==> src/rtl/core/psmt_pkg.sv <==
// ----------------------------------------------------------------------------
// psmt_pkg
// Shared types, constants and helpers of the polygon separating-axis core.
// ----------------------------------------------------------------------------
package psmt_pkg;

	localparam int MAX_VERTICES_DEF = 16;
	localparam int COORD_WIDTH_DEF  = 16;

	// push vector format: signed Q16.16
	localparam int PUSH_W    = 32;
	localparam int FRAC_BITS = 16;

	localparam logic [PUSH_W-1:0] SAT_POS = 32'h7FFF_FFFF;
	localparam logic [PUSH_W-1:0] SAT_NEG = 32'h8000_0000;

	localparam logic [1:0] STATUS_OK    = 2'd0;
	localparam logic [1:0] STATUS_DROP  = 2'd1;
	localparam logic [1:0] STATUS_EMPTY = 2'd2;

	// status of a multi-cycle arithmetic unit
	typedef struct packed {
		logic busy;
		logic done;
	} unit_stat_t;

	function automatic int max_int(input int a, input int b);
		return (a > b) ? a : b;
	endfunction

endpackage

==> src/rtl/core/psmt_div.sv <==
// ----------------------------------------------------------------------------
// psmt_div
// Restoring divider with a 32-bit quotient and an overflow flag, one bit per cycle.
// ----------------------------------------------------------------------------
module psmt_div #(
	parameter int NW = 112,
	parameter int LW = 34
) (
	input  logic                          clk,
	input  logic                          arst_n,
	input  logic                          start,
	input  logic [NW-1:0]                 num,
	input  logic [LW-1:0]                 den,
	output logic [psmt_pkg::PUSH_W-1:0]   quo,
	output logic                          sat,
	output psmt_pkg::unit_stat_t          stat
);
	localparam int QW = psmt_pkg::PUSH_W;
	localparam int HW = NW - QW;
	localparam int CW = $clog2(QW + 1);

	logic [LW-1:0] den_q;
	logic [LW-1:0] rem_q;
	logic [QW-1:0] lo_q;
	logic [QW-1:0] quo_q;
	logic          sat_q;
	logic [CW-1:0] cnt_q;
	logic          busy_q;
	logic          done_q;
	logic [LW:0]   trial;
	logic          ge;
	logic [LW:0]   diff;
	logic          over;

	assign trial = {rem_q, lo_q[QW-1]};
	assign ge    = trial >= {1'b0, den_q};
	assign diff  = trial - {1'b0, den_q};
	// quotient would need more than 32 bits
	assign over  = num[NW-1:QW] >= HW'(den);

	always_ff @(posedge clk or negedge arst_n) begin
		if (!arst_n) begin
			busy_q <= 1'b0;
			done_q <= 1'b0;
			cnt_q  <= '0;
		end else begin
			done_q <= 1'b0;
			if (start) begin
				if (over) begin
					done_q <= 1'b1;
				end else begin
					busy_q <= 1'b1;
					cnt_q  <= CW'(QW);
				end
			end else if (busy_q) begin
				cnt_q <= cnt_q - 1'b1;
				if (cnt_q == CW'(1)) begin
					busy_q <= 1'b0;
					done_q <= 1'b1;
				end
			end
		end
	end

	always_ff @(posedge clk) begin
		if (start) begin
			den_q <= den;
			sat_q <= over;
			rem_q <= num[QW+LW-1:QW];
			lo_q  <= num[QW-1:0];
			quo_q <= '0;
		end else if (busy_q) begin
			rem_q <= ge ? diff[LW-1:0] : trial[LW-1:0];
			lo_q  <= {lo_q[QW-2:0], 1'b0};
			quo_q <= {quo_q[QW-2:0], ge};
		end
	end

	assign quo  = quo_q;
	assign sat  = sat_q;
	assign stat = '{busy: busy_q, done: done_q};
endmodule
==> config.mk <==
export PLATFORM = sky130hd
export DESIGN_NAME = psmt_div
export DESIGN_NICKNAME = d
export VERILOG_FILES = /design/src/rtl/core/psmt_pkg.sv /design/src/rtl/core/psmt_div.sv
export SDC_FILE = /design/constraint.sdc
export NUM_CORES = 1
export LEC_CHECK = 0
export BUFFER_PORTS_ARGS = -buffer_cell sky130_fd_sc_hd__clkbuf_2
export CAP_MARGIN = 20
export CORE_ASPECT_RATIO = 1.25
export CORE_MARGIN = 10
export CORE_UTILIZATION = 56
export DETAILED_ROUTE_END_ITERATION = 16
export PLACE_DENSITY = 0.94
export SETUP_SLACK_MARGIN = 0.2
export SLEW_MARGIN = 20
export SYNTH_ARGS = -nofsm -noshare
export SYNTH_HDL_FRONTEND = slang
export SYNTH_SLANG_ARGS = --single-unit
==> constraint.sdc <==
create_clock -name clk -period 3.7 [get_ports clk]
set_clock_uncertainty 0.15 [all_clocks]
set_input_delay 0.185 -clock clk [delete_from_list [all_inputs] [get_ports clk]]
set_output_delay 0.185 -clock clk [all_outputs]
set_load 0.01 [all_outputs]
# [Word-level counts from Yosys, hierarchy flattened]
# Index checks and enable logic that the tools add are counted.
[word_totals] register_bits=141 out_inout_bits=35 in_bits=149 wordCells=32
[op_classes] add_sub_neg=2 n_eq_ne=2 mux=16 n_reduce_logical=2 magnitude_cmp=2
[op_table] cell="$mux W34" n=3
[op_table] cell="$ge A80 B34 Y1" n=1
[op_table] cell="$mux W32" n=2
[op_table] cell="$ge A35 B34 Y1" n=1
[op_table] cell="$sub A34 B34 Y34" n=1
[op_table] cell="$mux W6" n=3
[op_table] cell="$mux W1" n=8
[op_table] cell="$eq A6 B1 Y1 const B" n=1
[op_table] cell="$sub A6 B1 Y6 const B" n=1
[op_table] cell="$ne A2 B2 Y1 const B" n=1
[op_table] cell="$reduce_and A2 Y1" n=1
[op_table] cell="$reduce_bool A2 Y1" n=1

# [Longest topological paths before layout]
[logic_depth] depth_word=4 depth_mapped=12

# [Worst setup path before layout]
# OpenSTA, ideal clock, no wires.
[synth_path] path_kind="reg2reg" from="register den_q[0]" to="register rem_q[20], data pin" path_stages_with_launch=11 synth_period_minus_slack_ns=3.034 setup_slack_ns=0.666 t_arrival_ns=2.623 cell_sequence="edfxtp_1 > ha_1 > fa_1 > nand2b_1 > a21o_1 > a2111oi_0 > nor3b_1 > o21ai_0 > xnor2_1 > a211oi_1 > a311o_1"
[synth_between] elab_chain_cells=4 word_cells_on_any_way=5 classes_between="add/sub (1); order compare (1); mux (3)"
[synth_rtl] item="start, declared" line="psmt_div.sv:22" source="logic [LW-1:0] den_q;"
[synth_rtl] item="start signal, assigned" line="psmt_div.sv:67" source="den_q <= den;"
[synth_rtl] item="$sub A34 B34 Y34 or $ge A35 B34 Y1 (tied branches)" line="psmt_div.sv:37, psmt_div.sv:36"
[synth_rtl] item="$mux W34 *" line="psmt_div.sv:73" source="rem_q <= ge ? diff[LW-1:0] : trial[LW-1:0];"
[synth_rtl] item="$mux W34 *" line="psmt_div.sv:72" source="end else if (busy_q) begin"
[synth_rtl] item="$mux W34 *" line="psmt_div.sv:66" source="if (start) begin"
[synth_rtl] item="end signal, assigned" line="psmt_div.sv:69" source="rem_q <= num[QW+LW-1:QW];"
[synth_rtl] item="end signal, assigned" line="psmt_div.sv:73"
[synth_rtl] item="end, declared" line="psmt_div.sv:23" source="logic [LW-1:0] rem_q;"
# Mark *: on every way between the ends. The rest lies on a longest branch, timed or not. The select of a mux whose other input is x is not followed.
# A chain may end at the register's enable or synchronous reset.

# [Final worst setup path]
# Same ends and word-level chain as after synthesis.

==> run_summary.xml <==
<?xml version="1.0" encoding="UTF-8"?>
<metrics>
  <group name="status">
    <metric name="status" unit="">complete, no violations</metric>
  </group>
  <group name="yosys">
    <metric name="synthesis.nets" unit="">1069</metric>
    <metric name="synth.ff_latch_count" unit="">141</metric>
    <metric name="top_post_synthesis_cells_by_area" unit="">sky130_fd_sc_hd__edfxtp_1 (35%), sky130_fd_sc_hd__ha_1 (10%), sky130_fd_sc_hd__dfxtp_1 (7.3%)</metric>
    <metric name="avgSynthCellArea" unit="um^2">10.3</metric>
    <metric name="async_flop_share" unit="%">5.67</metric>
    <metric name="synth_warnings" unit="">0</metric>
    <metric name="yosysTopAreaCell" unit="">sky130_fd_sc_hd__edfxtp_1</metric>
    <metric name="number_of_standard_cells_after_synthesis" unit="">849</metric>
    <metric name="post_synth_edffs" unit="">101</metric>
    <metric name="unique_cell_type_count_in_the_yosys_netlist" unit="">69</metric>
    <metric name="yosysSeqAreaShare" unit="%">44.3</metric>
    <metric name="netlist_area" unit="um^2">8740</metric>
    <metric name="netlist.area_leader.share" unit="%">34.7</metric>
    <metric name="most_common_flop_cell_mapped_by_yosys" unit="">sky130_fd_sc_hd__edfxtp_1</metric>
  </group>
  <group name="place">
    <metric name="finalWeightedCongestion" unit="">0.905</metric>
    <metric name="dp_cells" unit="">1213</metric>
    <metric name="hpwlAfterDp" unit="mm">17.7</metric>
    <metric name="place.port_buffers" unit="">183</metric>
  </group>
  <group name="drt">
    <metric name="drc_errors" unit="">0</metric>
    <metric name="dr.first_iter.drc_count" unit="">478</metric>
    <metric name="routed_via_density" unit="">5.82</metric>
    <metric name="drt.antenna.violating_nets" unit="">0</metric>
    <metric name="detail_route.first_pass.iterations" unit="">5</metric>
    <metric name="post_drt_wl_per_cell" unit="um">19.3</metric>
    <metric name="drt-total-wl" unit="mm">25.9</metric>
    <metric name="vias" unit="">7803</metric>
  </group>
  <group name="finish">
    <metric name="mostFrequentLayoutCells" unit="">sky130_fd_sc_hd__clkbuf_2 (182), sky130_fd_sc_hd__edfxtp_1 (101), sky130_fd_sc_hd__dlygate4sd3_1 (93), sky130_fd_sc_hd__inv_1 (76), sky130_fd_sc_hd__ha_1 (68)</metric>
    <metric name="nets" unit="">1333</metric>
    <metric name="final_core_utilization" unit="%">73.8</metric>
    <metric name="syn2layout_area_growth" unit="%">30.5</metric>
    <metric name="layout.cells.non_filler" unit="">1340</metric>
    <metric name="mostFrequentLayoutCell" unit="">sky130_fd_sc_hd__clkbuf_2</metric>
    <metric name="fillCellCount" unit="">1065</metric>
    <metric name="final_layout_size_suffix_gt1_share" unit="%">25.2</metric>
  </group>
  <group name="global_route">
    <metric name="aggregate_global_route_resource_usage" unit="%">24.5</metric>
    <metric name="wire_length_of_the_first_global_routing_pass" unit="mm">42.4</metric>
    <metric name="grt.overflow.total" unit="">0</metric>
    <metric name="grt_antenna_before_repair" unit="">2</metric>
    <metric name="via_count_of_the_first_global_routing_pass" unit="">8261</metric>
    <metric name="maximum_number_of_pins_on_one_net_before_global_route_repair" unit="">147</metric>
  </group>
  <group name="critical_path">
    <metric name="timing.critical_path.from_type" unit="">flip-flop</metric>
    <metric name="cp_slowest_cell" unit="">sky130_fd_sc_hd__a2111oi_1</metric>
    <metric name="end_kind" unit="">flip-flop</metric>
    <metric name="worstPathRequired" unit="ps">3730</metric>
    <metric name="worst_ep_arrival_time" unit="ps">3330</metric>
    <metric name="path_delay_family" unit="">compound AO/OA/AOI/OAI gates</metric>
    <metric name="crit_path_cell_trace" unit="">ha_1 -&gt; fa_1 -&gt; nand2b_1 -&gt; a21o_1 -&gt; a2111oi_1 -&gt; nor3b_2 -&gt; o21ai_0 -&gt; xnor2_1 -&gt; a211oi_1 -&gt; a311o_1</metric>
    <metric name="critical_path.max_fanout" unit="">5</metric>
    <metric name="worst-setup-path-type" unit="">flip-flop to flip-flop</metric>
    <metric name="critPathMaxStageDelay" unit="ps">510</metric>
    <metric name="critical_path_buf_inv_count" unit="">0</metric>
  </group>
  <group name="clock_network">
    <metric name="clk_pin_slew_worst_paths" unit="ps">70</metric>
    <metric name="maximum_root_to_sink_buffer_count" unit="">2</metric>
    <metric name="clock_tree_from_tritoncts" unit="">built</metric>
    <metric name="root_buffer" unit="">sky130_fd_sc_hd__clkbuf_16</metric>
    <metric name="clock_latency" unit="ps">430</metric>
    <metric name="cts_inserted_buffers" unit="">17</metric>
    <metric name="numClockSinks" unit="">141</metric>
    <metric name="h_tree_depth" unit="">4</metric>
  </group>
  <group name="sta">
    <metric name="fmax" unit="GHz">0.303</metric>
    <metric name="max_slew.worst_pin.slew" unit="ps">1020</metric>
    <metric name="maxSlewViolCount" unit="">0</metric>
    <metric name="setup_violations" unit="">0</metric>
    <metric name="finalSetupTns" unit="ps">0</metric>
    <metric name="timing.final.crit_share" unit="%">89.2</metric>
    <metric name="grt_setup_unrepaired" unit="">false</metric>
    <metric name="timing.max_slew.rel_slack" unit="%">31.8</metric>
    <metric name="hold_violations" unit="">0</metric>
    <metric name="post-route-min-period" unit="ps">3300</metric>
    <metric name="fin_hold_ws" unit="ps">8.81</metric>
  </group>
  <group name="hold_path">
    <metric name="hold_path_class" unit="">input port to flip-flop</metric>
  </group>
  <group name="floorplanning">
    <metric name="starting_density_of_the_core" unit="%">56.6</metric>
    <metric name="floorplan.die.height" unit="um">160</metric>
    <metric name="placement_rows" unit="">51</metric>
    <metric name="top_level_ports" unit="">184</metric>
    <metric name="die_w" unit="um">132</metric>
    <metric name="core_region_area" unit="um^2">15400</metric>
    <metric name="die_area" unit="um^2">21000</metric>
  </group>
  <group name="pwr">
    <metric name="p_per_area" unit="nW/um^2">448</metric>
    <metric name="peakVddDrop" unit="uV">336</metric>
    <metric name="power.leakage" unit="uW">0.00498</metric>
  </group>
  <group name="flow_run">
    <metric name="max-cap-violations" unit="">0</metric>
  </group>
</metrics>
-- worst paths after layout --
| kind | start | end | slack, ps | depth (start not counted) |
|---|---|---|---|---|
| worst min register to register | cnt_q[5] | cnt_q[5] | 370 | 2 |
| min in group asynchronous | arst_n | done_q | 580 | 3 |
| worst min-delay path | num[47] | rem_q[15] | 9 | 3 |
| worst max register to register | den_q[0] | rem_q[20] | 400 | 10 |
| max in group asynchronous | arst_n | busy_q | 2520 | 3 |
| worst max-delay path | den_q[0] | rem_q[20] | 400 | 10 |
-- final cells by class --
| type | instances | area (um^2) | share of cell area [%] |
|---|---|---|---|
| Clock buffer | 22 | 528 | 4.63 |
| Tap cell | 212 | 265 | 2.33 |
| Clock inverter | 10 | 83.8 | 0.735 |
| Timing Repair Buffer | 288 | 1950 | 17.1 |
| Multi-Input combinational cell | 589 | 4410 | 38.7 |
| Inverter | 76 | 285 | 2.50 |
| Antenna cell | 2 | 5.00 | 0.0439 |
| Sequential cell | 141 | 3870 | 34.0 |
-- layer usage --
| layer | part of all wire, % | track usage, % | up-vias | routed length [um] |
|---|---|---|---|---|
| li1 | - | - | 3689 | - |
| met1 | 37 | 26.8 | 3710 | 9680 |
| met2 | 52 | 43.4 | 335 | 13400 |
| met3 | 7.4 | 6.69 | 69 | 1910 |
| met4 | 3.4 | 11.1 | 0 | 867 |
| met5 | 0 | 0 | - | 0 |
-- what timing repair did --
action,CTS,global route
endpoints found under the hold margin,99,0
resized for setup,0,8
setup buffers,0,0
setup endpoints to repair,0,10
hold buffers,93,0
-- cells by family (layout without fill, tap and decap cells) --
logic type | after synthesis | after routing | synth area share (%)
AO/OA/AOI/OAI | 186 | 186 | 15.8
XOR/XNOR | 32 | 32 | 3.21
adder cells (fa/ha/maj) | 71 | 71 | 10.3
buffers and inverters | 119 | 396 | 5.37
flip-flops | 141 | 141 | 44.3
multiplexers | 62 | 62 | 7.55
other | 0 | 2 | 0
AND/OR/NAND/NOR | 238 | 238 | 13.4
-- registers in the layout (all words and copies together) (netlist names) --
register / flops
cnt_q: 6
sat: 1
rem_q: 34
quo: 32
busy_q: 1
den_q: 34
done_q: 1
lo_q: 32
-- power by group --
group,total (uW),internal (uW),switching [uW]
Combinational,1440,642,801
Sequential,1910,1850,58.5
Clock,1760,1030,726
Total,5110,3530,1590
-- worst reg2reg max path: cells and delay by family, from the launching register on --
family          cells  cell delay, ps
fa+ha+maj           2             640
xor+xnor            1             140
simple gates        2             370
flops               1             380
compound gates      5            1370
-- per-stage QoR --
step	total power [uW]	worst slack [ps]	area (um^2)
floorplan	2890	666	8740
global placement	3220	397	9840
detailed placement	3260	341	9840
CTS	5090	320	11400
global route	5330	201	11400
finish	5110	399	11400
-- cell usage after synthesis, types with 3 or more instances --
master / n
sky130_fd_sc_hd__edfxtp_1: 101
sky130_fd_sc_hd__inv_1: 76
sky130_fd_sc_hd__ha_1: 70
sky130_fd_sc_hd__nor2_1: 67
sky130_fd_sc_hd__nand2_1: 47
sky130_fd_sc_hd__nand4_1: 37
sky130_fd_sc_hd__a21oi_1: 35
sky130_fd_sc_hd__a21o_1: 34
sky130_fd_sc_hd__dfxtp_1: 32
sky130_fd_sc_hd__mux2_2: 31
sky130_fd_sc_hd__mux2i_1: 31
sky130_fd_sc_hd__o21ai_0: 26
sky130_fd_sc_hd__xnor2_1: 26
sky130_fd_sc_hd__clkbuf_1: 23
sky130_fd_sc_hd__nand3_1: 20
sky130_fd_sc_hd__nor4_1: 16
sky130_fd_sc_hd__nor3_1: 15
sky130_fd_sc_hd__buf_1: 11
sky130_fd_sc_hd__nand2b_1: 11
sky130_fd_sc_hd__o211ai_1: 11
sky130_fd_sc_hd__a31oi_1: 10
sky130_fd_sc_hd__a211oi_1: 9
sky130_fd_sc_hd__dfrtp_1: 8
sky130_fd_sc_hd__and2_1: 7
sky130_fd_sc_hd__o311ai_2: 7
sky130_fd_sc_hd__buf_2: 6
sky130_fd_sc_hd__o21a_1: 6
sky130_fd_sc_hd__o311ai_0: 6
sky130_fd_sc_hd__xor2_1: 6
sky130_fd_sc_hd__or3_1: 4
sky130_fd_sc_hd__a41oi_1: 3
sky130_fd_sc_hd__nor2b_1: 3
sky130_fd_sc_hd__o21ai_1: 3
sky130_fd_sc_hd__o22ai_1: 3
sky130_fd_sc_hd__or2_2: 3
Note: power is estimated with default switching activity, not from simulation.
