[src/rtl/core/psmt_pkg.sv]
// ----------------------------------------------------------------------------
// psmt_pkg
// Shared types, constants and helpers of the polygon separating-axis core.
// ----------------------------------------------------------------------------
package psmt_pkg;

	localparam int MAX_VERTICES_DEF = 16;
	localparam int COORD_WIDTH_DEF  = 16;

	// push vector format: signed Q16.16
	localparam int PUSH_W    = 32;
	localparam int FRAC_BITS = 16;

	localparam logic [PUSH_W-1:0] SAT_POS = 32'h7FFF_FFFF;
	localparam logic [PUSH_W-1:0] SAT_NEG = 32'h8000_0000;

	localparam logic [1:0] STATUS_OK    = 2'd0;
	localparam logic [1:0] STATUS_DROP  = 2'd1;
	localparam logic [1:0] STATUS_EMPTY = 2'd2;

	// status of a multi-cycle arithmetic unit
	typedef struct packed {
		logic busy;
		logic done;
	} unit_stat_t;

	function automatic int max_int(input int a, input int b);
		return (a > b) ? a : b;
	endfunction

endpackage

[src/rtl/core/psmt_mul.sv]
// ----------------------------------------------------------------------------
// psmt_mul
// Unsigned shift-add multiplier, one multiplier bit per cycle.
// ----------------------------------------------------------------------------
module psmt_mul #(
	parameter int MA = 64,
	parameter int MB = 32
) (
	input  logic                 clk,
	input  logic                 arst_n,
	input  logic                 start,
	input  logic [MA-1:0]        a,
	input  logic [MB-1:0]        b,
	output logic [MA+MB-1:0]     prod,
	output psmt_pkg::unit_stat_t stat
);
	localparam int CW = $clog2(MB + 1);

	logic [MA-1:0] a_q;
	logic [MA-1:0] hi_q;
	logic [MB-1:0] lo_q;
	logic [CW-1:0] cnt_q;
	logic          busy_q;
	logic          done_q;
	logic [MA:0]   sum;

	assign sum = {1'b0, hi_q} + (lo_q[0] ? {1'b0, a_q} : '0);

	always_ff @(posedge clk or negedge arst_n) begin
		if (!arst_n) begin
			busy_q <= 1'b0;
			done_q <= 1'b0;
			cnt_q  <= '0;
		end else begin
			done_q <= 1'b0;
			if (start) begin
				busy_q <= 1'b1;
				cnt_q  <= CW'(MB);
			end else if (busy_q) begin
				cnt_q <= cnt_q - 1'b1;
				if (cnt_q == CW'(1)) begin
					busy_q <= 1'b0;
					done_q <= 1'b1;
				end
			end
		end
	end

	always_ff @(posedge clk) begin
		if (start) begin
			a_q  <= a;
			hi_q <= '0;
			lo_q <= b;
		end else if (busy_q) begin
			hi_q <= sum[MA:1];
			lo_q <= {sum[0], lo_q[MB-1:1]};
		end
	end

	assign prod = {hi_q, lo_q};
	assign stat = '{busy: busy_q, done: done_q};
endmodule

[config.mk]
export PLATFORM = sky130hd
export DESIGN_NAME = psmt_mul
export DESIGN_NICKNAME = d
export VERILOG_FILES = /design/src/rtl/core/psmt_pkg.sv /design/src/rtl/core/psmt_mul.sv
export SDC_FILE = /design/constraint.sdc
export NUM_CORES = 1
export LEC_CHECK = 0
export ABC_CLOCK_PERIOD_IN_PS = 4110
export BUFFER_PORTS_ARGS = -buffer_cell sky130_fd_sc_hd__buf_4
export CAP_MARGIN = 20
export CORE_MARGIN = 2
export CORE_UTILIZATION = 30
export CTS_CLUSTER_SIZE = 16
export DETAILED_ROUTE_END_ITERATION = 8
export GPL_ROUTABILITY_DRIVEN = 0
export PLACE_DENSITY_LB_ADDON = 0.15
export SLEW_MARGIN = 20
export SYNTH_ARGS = -nofsm -noshare
export SYNTH_HDL_FRONTEND = slang
export SYNTH_SLANG_ARGS = --single-unit
[constraint.sdc]
create_clock -name clk -period 4.11 [get_ports clk]
set_input_delay 0.6165 -clock clk [delete_from_list [all_inputs] [get_ports clk]]
set_output_delay 0.6165 -clock clk [all_outputs]
set_load 0.1 [all_outputs]
# [After elaboration in Yosys (flattened, before gate mapping)]
# Index checks and enable logic that the tools add are counted.
[classes] addsub=2 n_eq_ne=1 n_mux=11 n_reduce_logical=1
[op_table] cell="$add A64 B64 Y65" n=1
[op_table] cell="$mux W32" n=2
[op_table] cell="$mux W64" n=1
[op_table] cell="$mux W6" n=2
[op_table] cell="$eq A6 B1 Y1 const B" n=1
[op_table] cell="$mux W1" n=6
[op_table] cell="$sub A6 B1 Y6 const B" n=1
[op_table] cell="$reduce_bool A2 Y1" n=1
[word_totals] register_bits=168 inputBits=99 output_inout_bits=98 wordCells=21

# [Logic depth before layout (Yosys ltp)]
# Gate-level depths: netlist of run 1.
[depth] ltp_word=4 ltp_mapped=14 mapped_depth_nobuf=12

# [Worst setup path before layout of run 1]
# No wires, ideal clock.
[synth_path] path_kind="register to register" startpoint="reg lo_q[0]" endpoint="reg hi_q[55]" setup_ps=119 arrival_ps=3803 t_required_ps=3991 path_slack_ps=188 stages_incl_launch_ff=14 path_buffers=2 synth_period_minus_slack_ps=3922 path_cell_list="edfxtp_1 -> clkbuf_1 -> clkbuf_1 -> and2_1 -> ha_1 -> a21oi_1 -> o21bai_1 -> a21o_1 -> a221o_1 -> a21o_1 -> a211o_1 -> o21a_1 -> or3_1 -> a32o_1"
[synth_via] elab_chain_cells=2
[synth_rtl] item="start: declaration" line="psmt_mul.sv:21" rtl="logic [MB-1:0] lo_q;"
[synth_rtl] item="start signal: assignment" line="psmt_mul.sv:56" rtl="lo_q <= {sum[0], lo_q[MB-1:1]};"
[synth_rtl] item="$mux W64" line="psmt_mul.sv:27" rtl="assign sum = {1'b0, hi_q} + (lo_q[0] ? {1'b0, a_q} : '0);"
[synth_rtl] item="$add A64 B64 Y65" line="psmt_mul.sv:27"
[synth_rtl] item="end signal: assignment" line="psmt_mul.sv:55" rtl="hi_q <= sum[MA:1];"
[synth_rtl] item="end: declaration" line="psmt_mul.sv:20" rtl="logic [MA-1:0] hi_q;"
# No other way between the ends.
# A chain may end at the register's enable or synchronous reset.

# [Final worst setup path of run 1]
[layout_path] startpoint="reg lo_q[0]" endpoint="reg hi_q[48]"
# Same word-level chain as after synthesis.

==> results of run 1 <==
==> cell type report <==
cell class,instances,area [sq um]
clock buffer,18,429
clock inverter,14,166
fill,3444,20800
inverter,24,90.1
multi-input combinational,783,5510
sequential,168,4370
tap,448,561
timing repair buffer,217,1640
==> registers in the layout, summed over array words and instances (netlist names) <==
name and count:
a_q 64, hi_q 64, lo_q 32, cnt_q 6, busy_q 1, done_q 1
==> routing by layer <==
layer  vias up  wire length, um  track usage [%]
li1       4180                -                -
met1      4001            13400             21.5
met2       206            13300             26.7
met3        23             1910             5.07
met4         0              381             4.93
met5         -                0                0
==> cell usage in the layout, fill, tap and decap left out, drive strengths merged, types with 11 or more instances in the layout <==
master,instances
a31oi,13
nand2,70
o211ai,13
a21o,41
nand4,21
ha,66
o21bai,17
mux2,32
nand3,21
and3,11
inv,28
dfxtp,64
xnor2,30
buf,216
o21a,11
clkbuf,18
nor3,15
o21ai,50
a21oi,88
nor2,73
and2,68
xor2,17
mux2i,28
edfxtp,96
==> cell families after synthesis <==
kind of cell	count (synthesis)	synth area share, %
DFF	168	42.8
adders and majority gates	67	8.29
AOI/OAI and AO/OA	285	18.9
muxes	60	6.28
and+or+nand+nor	324	16.4
xor gates and xnor gates	47	4.04
buffers and inverters	82	3.28
==> power breakdown <==
| part | internal (mW) | switching (mW) | total (mW) |
|---|---|---|---|
| Sequential | 2.14 | 0.289 | 2.43 |
| Clock | 0.911 | 0.761 | 1.67 |
| Combinational | 1.33 | 3.40 | 4.73 |
==> final timing paths <==
kind	to	slack (ns)	cells past startpoint
worst max-delay path	hi_q[48]	0.26	12
worst min-delay path	a_q[54]	0.33	1
worst max register to register	hi_q[48]	0.26	12
worst min register to register	hi_q[36]	0.48	2
max in group asynchronous	busy_q	3.42	2
min in group asynchronous	cnt_q[4]	0.55	2
==> what timing repair did <==
action / in CTS / in global routing
setup endpoints to repair: 0 / 6
hold endpoints to repair: 8 / 0
hold buffers: 1 / 0
gates resized for setup: 0 / 2
setup buffers: 0 / 4
==> qor.csv, run 1 <==
metric,value,unit
area_growth,25.1,%
vias,8410,
yosysUniqueCellTypes,72,
cts-root-buf,clkbuf_16,
crit_arrival,4.19,ns
total_power,8.83,mW
grt_pass1_vias,8628,
finalHoldWorstSlack,0.328,ns
r2r-start,lo_q[0],
cts_tree,yes,
syn_nets,1199,
drt_wl_total,29000,um
clk_pin_slew_worst_paths,0.08,ns
post_synth_instance_area,0.0102,sq mm
fin_tns_setup,0,ns
synth_edf_count,96,
crit_family,compound AO/OA/AOI/OAI gates,
drv_slew,0,
clk_path_buf_depth,2,
outcome,completed,
timing.final.crit_share,93.6,%
coreArea,0.0335,sq mm
final_layout_size_suffix_gt1_share,24.5,%
grt_use_total,16.6,%
yosys-top-cells-count,"edfxtp_1, a21oi_1, nor2_1, nand2_1, and2_1",
slew_headroom,49.3,%
io_pins,197,
initial_core_util,30.4,%
yosys_warnings,0,
netlist_instances,1033,
finalWorstSetupSlack,0.265,ns
hold_violations,0,
htree_num_levels,4,
peakVddDrop,0.324,mV
finalClockSkew,0.0170,ns
ys_top_cells_by_area,"edfxtp_1, dfxtp_1, ha_1",
fin_cells,1672,
synth_top_flop_cell,edfxtp_1,
synth-async-reset-ratio,4.76,%
synth_most_common_cell,edfxtp_1,
num_rows,67,
cp-start-kind,flip-flop,
antenna_left,0,
rsz0062_at_grt,false,
port_buffers,196,
die-area,0.0355,sq mm
post-synth-top-area-cell,edfxtp_1,
crit_buf_inv,1,
drv_cap,0,
fin_util,38.0,%
wl_per_cell,17.3,um
clk-insertion-delay-late,0.46,ns
grt_pass1_wl,46700,um
pre_cts_slack,0.0402,ns
cp_slowest_cell,edfxtp_1,
setup_violations,0,
die_h,188,um
dpl.hpwl,21600,um
dp_cells,1635,
crit_type,reg2reg,
pwr_density_cell,692,mW/mm^2
cts_inserted_buffers,17,
grt_start_max_net_pins,62,
slowest_delay,0.53,ns
crit_fanout,31,
cp.required,4.46,ns
die_w,188,um
num-nets-final,1377,
path_cells,buf_4 -> and2_1 -> ha_1 -> a21o_1 -> a21o_1 -> a21o_1 -> a2111oi_1 -> o41ai_1 -> a41oi_2 -> o21ai_1 -> o211a_1 -> a221o_1,
vias_per_cell,5.03,
post-route-drc-count,0,
crit_path_end_kind,flip-flop,
synth_top_area_share,28.3,%
crit_start,lo_q[0],
seq_area_frac_synth,42.8,%
critPathMostFrequentCell,a21o_1,
min_period,3.85,ns
hp-class,in2reg,
syn_area_per_cell,9.87,sq um
design_area,0.0128,sq mm
holdCritStartpoint,a[54],
clock-sinks,168,
clock.fmax,260,MHz
antenna_found_initial,0,
first_pass_iters,5,
leakage,5.64,nW
drt-initial-drc-count,444,
place_area,0.0121,sq mm
antenna_cells,0,
synth_seq_cells,168,
worst_slew_pin_slew,0.761,ns
gr-total-overflow,0,
Note: power is estimated with default switching activity, not from simulation.
==> run 2, diff against run 1 <==
--- a/config.mk
+++ b/config.mk
@@ -6,12 +6,12 @@
 export NUM_CORES = 1
 export LEC_CHECK = 0
 export ABC_CLOCK_PERIOD_IN_PS = 4110
-export BUFFER_PORTS_ARGS = -buffer_cell sky130_fd_sc_hd__buf_4
 export CAP_MARGIN = 20
 export CORE_MARGIN = 2
 export CORE_UTILIZATION = 30
 export CTS_CLUSTER_SIZE = 16
 export DETAILED_ROUTE_END_ITERATION = 8
+export DONT_BUFFER_PORTS = 1
 export GPL_ROUTABILITY_DRIVEN = 0
 export PLACE_DENSITY_LB_ADDON = 0.15
 export SLEW_MARGIN = 20
==> run 2 against run 1 <==
  * First-iteration DRC count shrank 2.9%
  * Power down 1.6%
  * Via count fell by 6.8%
  * Wire length up 0.18%
  * Die area unchanged
  * Clock skew rose by 0.0054 ns
  * Utilization fell by 3.3 points
  * Global-route usage down 0.081 points
  * Count of clock-buffer cells in the layout stayed put
  * Clock power about the same
  * Critical endpoint unchanged
  * Largest power group unchanged
==> qor.csv, run 2 (synthesis gave the netlist of run 1 again) <==
metric,value,unit,change
die_w,188,um,unchanged
regToRegEndpoint,hi_q[48],,
slew_headroom,31.7,%,-18 points
num-nets-final,1233,,-10%
drv_slew,0,,unchanged
cts_setup_buffers,0,,unchanged
slowest_delay,0.61,ns,+0.08 ns
fin_tns_setup,0,ns,unchanged
crit_path_end_kind,flip-flop,,
cts_tree,yes,,
final_layout_size_suffix_gt1_share,14.6,%,-9.9 points
rr_worst_depth,12,,unchanged
wl_per_cell,19.0,um,+9.5%
first_pass_iters,4,,-1
drt-initial-drc-count,431,,-2.9%
grt_pass1_vias,8055,,-6.6%
grt_use_total,16.5,%,-0.081 points
port_buffers,0,,-100%
mostFrequentLayoutCells,"edfxtp_1, a21oi_1, buf_4, nor2_1, nand2_1",,
coreArea,0.0335,sq mm,unchanged
worst_slew_pin_slew,1.02,ns,+0.262 ns
clock.fmax,258,MHz,-0.90%
internal_power,4.20,mW,-3.9%
vias_per_cell,5.13,,+2.0%
area_growth,14.3,%,
hold_violations,0,,unchanged
hp-class,in2reg,,
crit_fanout,39,,+26%
cts_inserted_buffers,17,,unchanged
crit_family,compound AO/OA/AOI/OAI gates,,
holdCritStartpoint,a[44],,
die_h,188,um,unchanged
min_period,3.88,ns,+0.0349 ns
path_cells,buf_4 -> and2_1 -> ha_1 -> a21o_1 -> a21o_1 -> a21o_1 -> a2111oi_0 -> o41ai_1 -> a41oi_2 -> o21ai_1 -> o211a_1 -> a221o_1,,
cp_slowest_cell,a2111oi_0,,
outcome,completed,,
initial_core_util,30.4,%,unchanged
final_common_cell,edfxtp_1,,
antenna_found_initial,2,,+2
comb_power_share,49.7,%,-3.9 points
switchingPower,4.48,mW,+0.69%
leakage,4.94,nW,-12%
timing.final.crit_share,94.4,%,+0.85 points
drt_wl_total,29000,um,+0.18%
crit_arrival,4.24,ns,+0.05 ns
cts_resized,0,,unchanged
seqPwrFrac,31.2,%,+3.7 points
clk-insertion-delay-late,0.46,ns,about the same
reg_top3,"a_q: 64 flops, hi_q: 64 flops, lo_q: 32 flops",,
finalClockSkew,0.0224,ns,+0.00538 ns
clk_pin_slew_worst_paths,0.08,ns,about the same
clock_power_share,19.1,%,+0.2 points
cp-start-kind,flip-flop,,
critPathMostFrequentCell,a21o_1,,
dpl.hpwl,21100,um,-2.4%
clk_path_buf_depth,2,,unchanged
drv_cap,0,,unchanged
htree_num_levels,4,,unchanged
io_pins,197,,unchanged
antenna_left,0,,unchanged
cp.required,4.47,ns,about the same
swShare,51.6,%,+1.2 points
pre_cts_slack,0.228,ns,+0.188 ns
gr-total-overflow,0,,unchanged
clock-sinks,168,,unchanged
setup_violations,0,,unchanged
num_rows,67,,unchanged
hold_depth,0,,-1
r2r-start,lo_q[0],,
vias,7841,,-6.8%
grt_start_max_net_pins,146,,+140%
grt_pass1_wl,45900,um,-1.7%
holdPathEnd,a_q[44],,
ff2ff_setup_slack,0.23,ns,-0.03 ns
cts-root-buf,clkbuf_16,,
crit_buf_inv,1,,unchanged
die-area,0.0355,sq mm,unchanged
fillers,3476,,+0.93%
post-route-drc-count,0,,unchanged
rsz0062_at_grt,false,,
cts_hold_buf,1,,unchanged
pwr_density_cell,745,mW/mm^2,+7.7%
crit_type,reg2reg,,
finalWorstSetupSlack,0.230,ns,-0.0349 ns
peakVddDrop,0.323,mV,-0.18%
-- run 2: changes by cell type in the layout (fill, tap and decap cells not counted), sizes merged --
cell,change
diode,+1
clkinvlp,+1
clkinv,-5
buf,-144
bufinv,-1
inv,+5
-- run 2: area by class of cell --
class                      instances  area [sq um]  area share [%]
tap                              448           561            4.81
clock inverter                    14           155            1.33
timing repair buffer              73           551            4.72
sequential                       168          4370            37.5
inverter                          24          90.1           0.773
antenna                            1          2.50          0.0215
multi-input combinational        783          5500            47.2
clock buffer                      18           429            3.68
-- run 2: power by group through the flow --
stage / registers (mW) / logic [mW] / clock network [mW]
2_1_floorplan: 4.27 / 1.85 / 0
3_3_place_gp: 2.75 / 4.32 / 0
3_5_place_dp: 2.75 / 4.32 / 0
4_1_cts: 2.72 / 4.34 / 1.73
5_1_grt: 2.76 / 4.63 / 1.79
6_report: 2.71 / 4.31 / 1.66
-- run 2: worst max path at each step --
| stage | endpoint | cells after the start | start |
|---|---|---|---|
| 2_1_floorplan | hi_q[55] | 13 | lo_q[0] |
| 3_3_place_gp | hi_q[48] | 12 | lo_q[0] |
| 3_5_place_dp | hi_q[48] | 12 | lo_q[0] |
| 4_1_cts | hi_q[48] | 12 | lo_q[0] |
| 5_1_grt | hi_q[48] | 12 | lo_q[0] |
| 6_report | hi_q[48] | 12 | lo_q[0] |
-- run 2: worst register-to-register path, cell delays in order, from the launching register on --
cell and delay (ns):
edfxtp_1 0.39, buf_4 0.24, and2_1 0.22, ha_1 0.41, a21o_1 0.24, a21o_1 0.18, a21o_1 0.21, a2111oi_0 0.61
o41ai_1 0.24, a41oi_2 0.32, o21ai_1 0.22, o211a_1 0.26, a221o_1 0.25
-- run 2: metal layers --
metal,global-route usage (%),wire length [um]
met1,21.1,13500
met5,0,13
met4,4.81,345
met2,26.8,13200
met3,5.42,1910
-- run 2: through the flow --
step,cell area (sq um),hold slack [ns],total power [mW],instances,utilization [%]
final,11700,0.246,8.69,1529,34.8
after global routing,11700,0.213,9.17,1528,34.8
after CTS,11700,0.203,8.78,1528,34.8
after detailed placement,11100,0.322,7.07,1495,33.0
after global placement,11100,0.322,7.06,1495,33.0
after floorplan,10200,0.321,6.12,1033,-
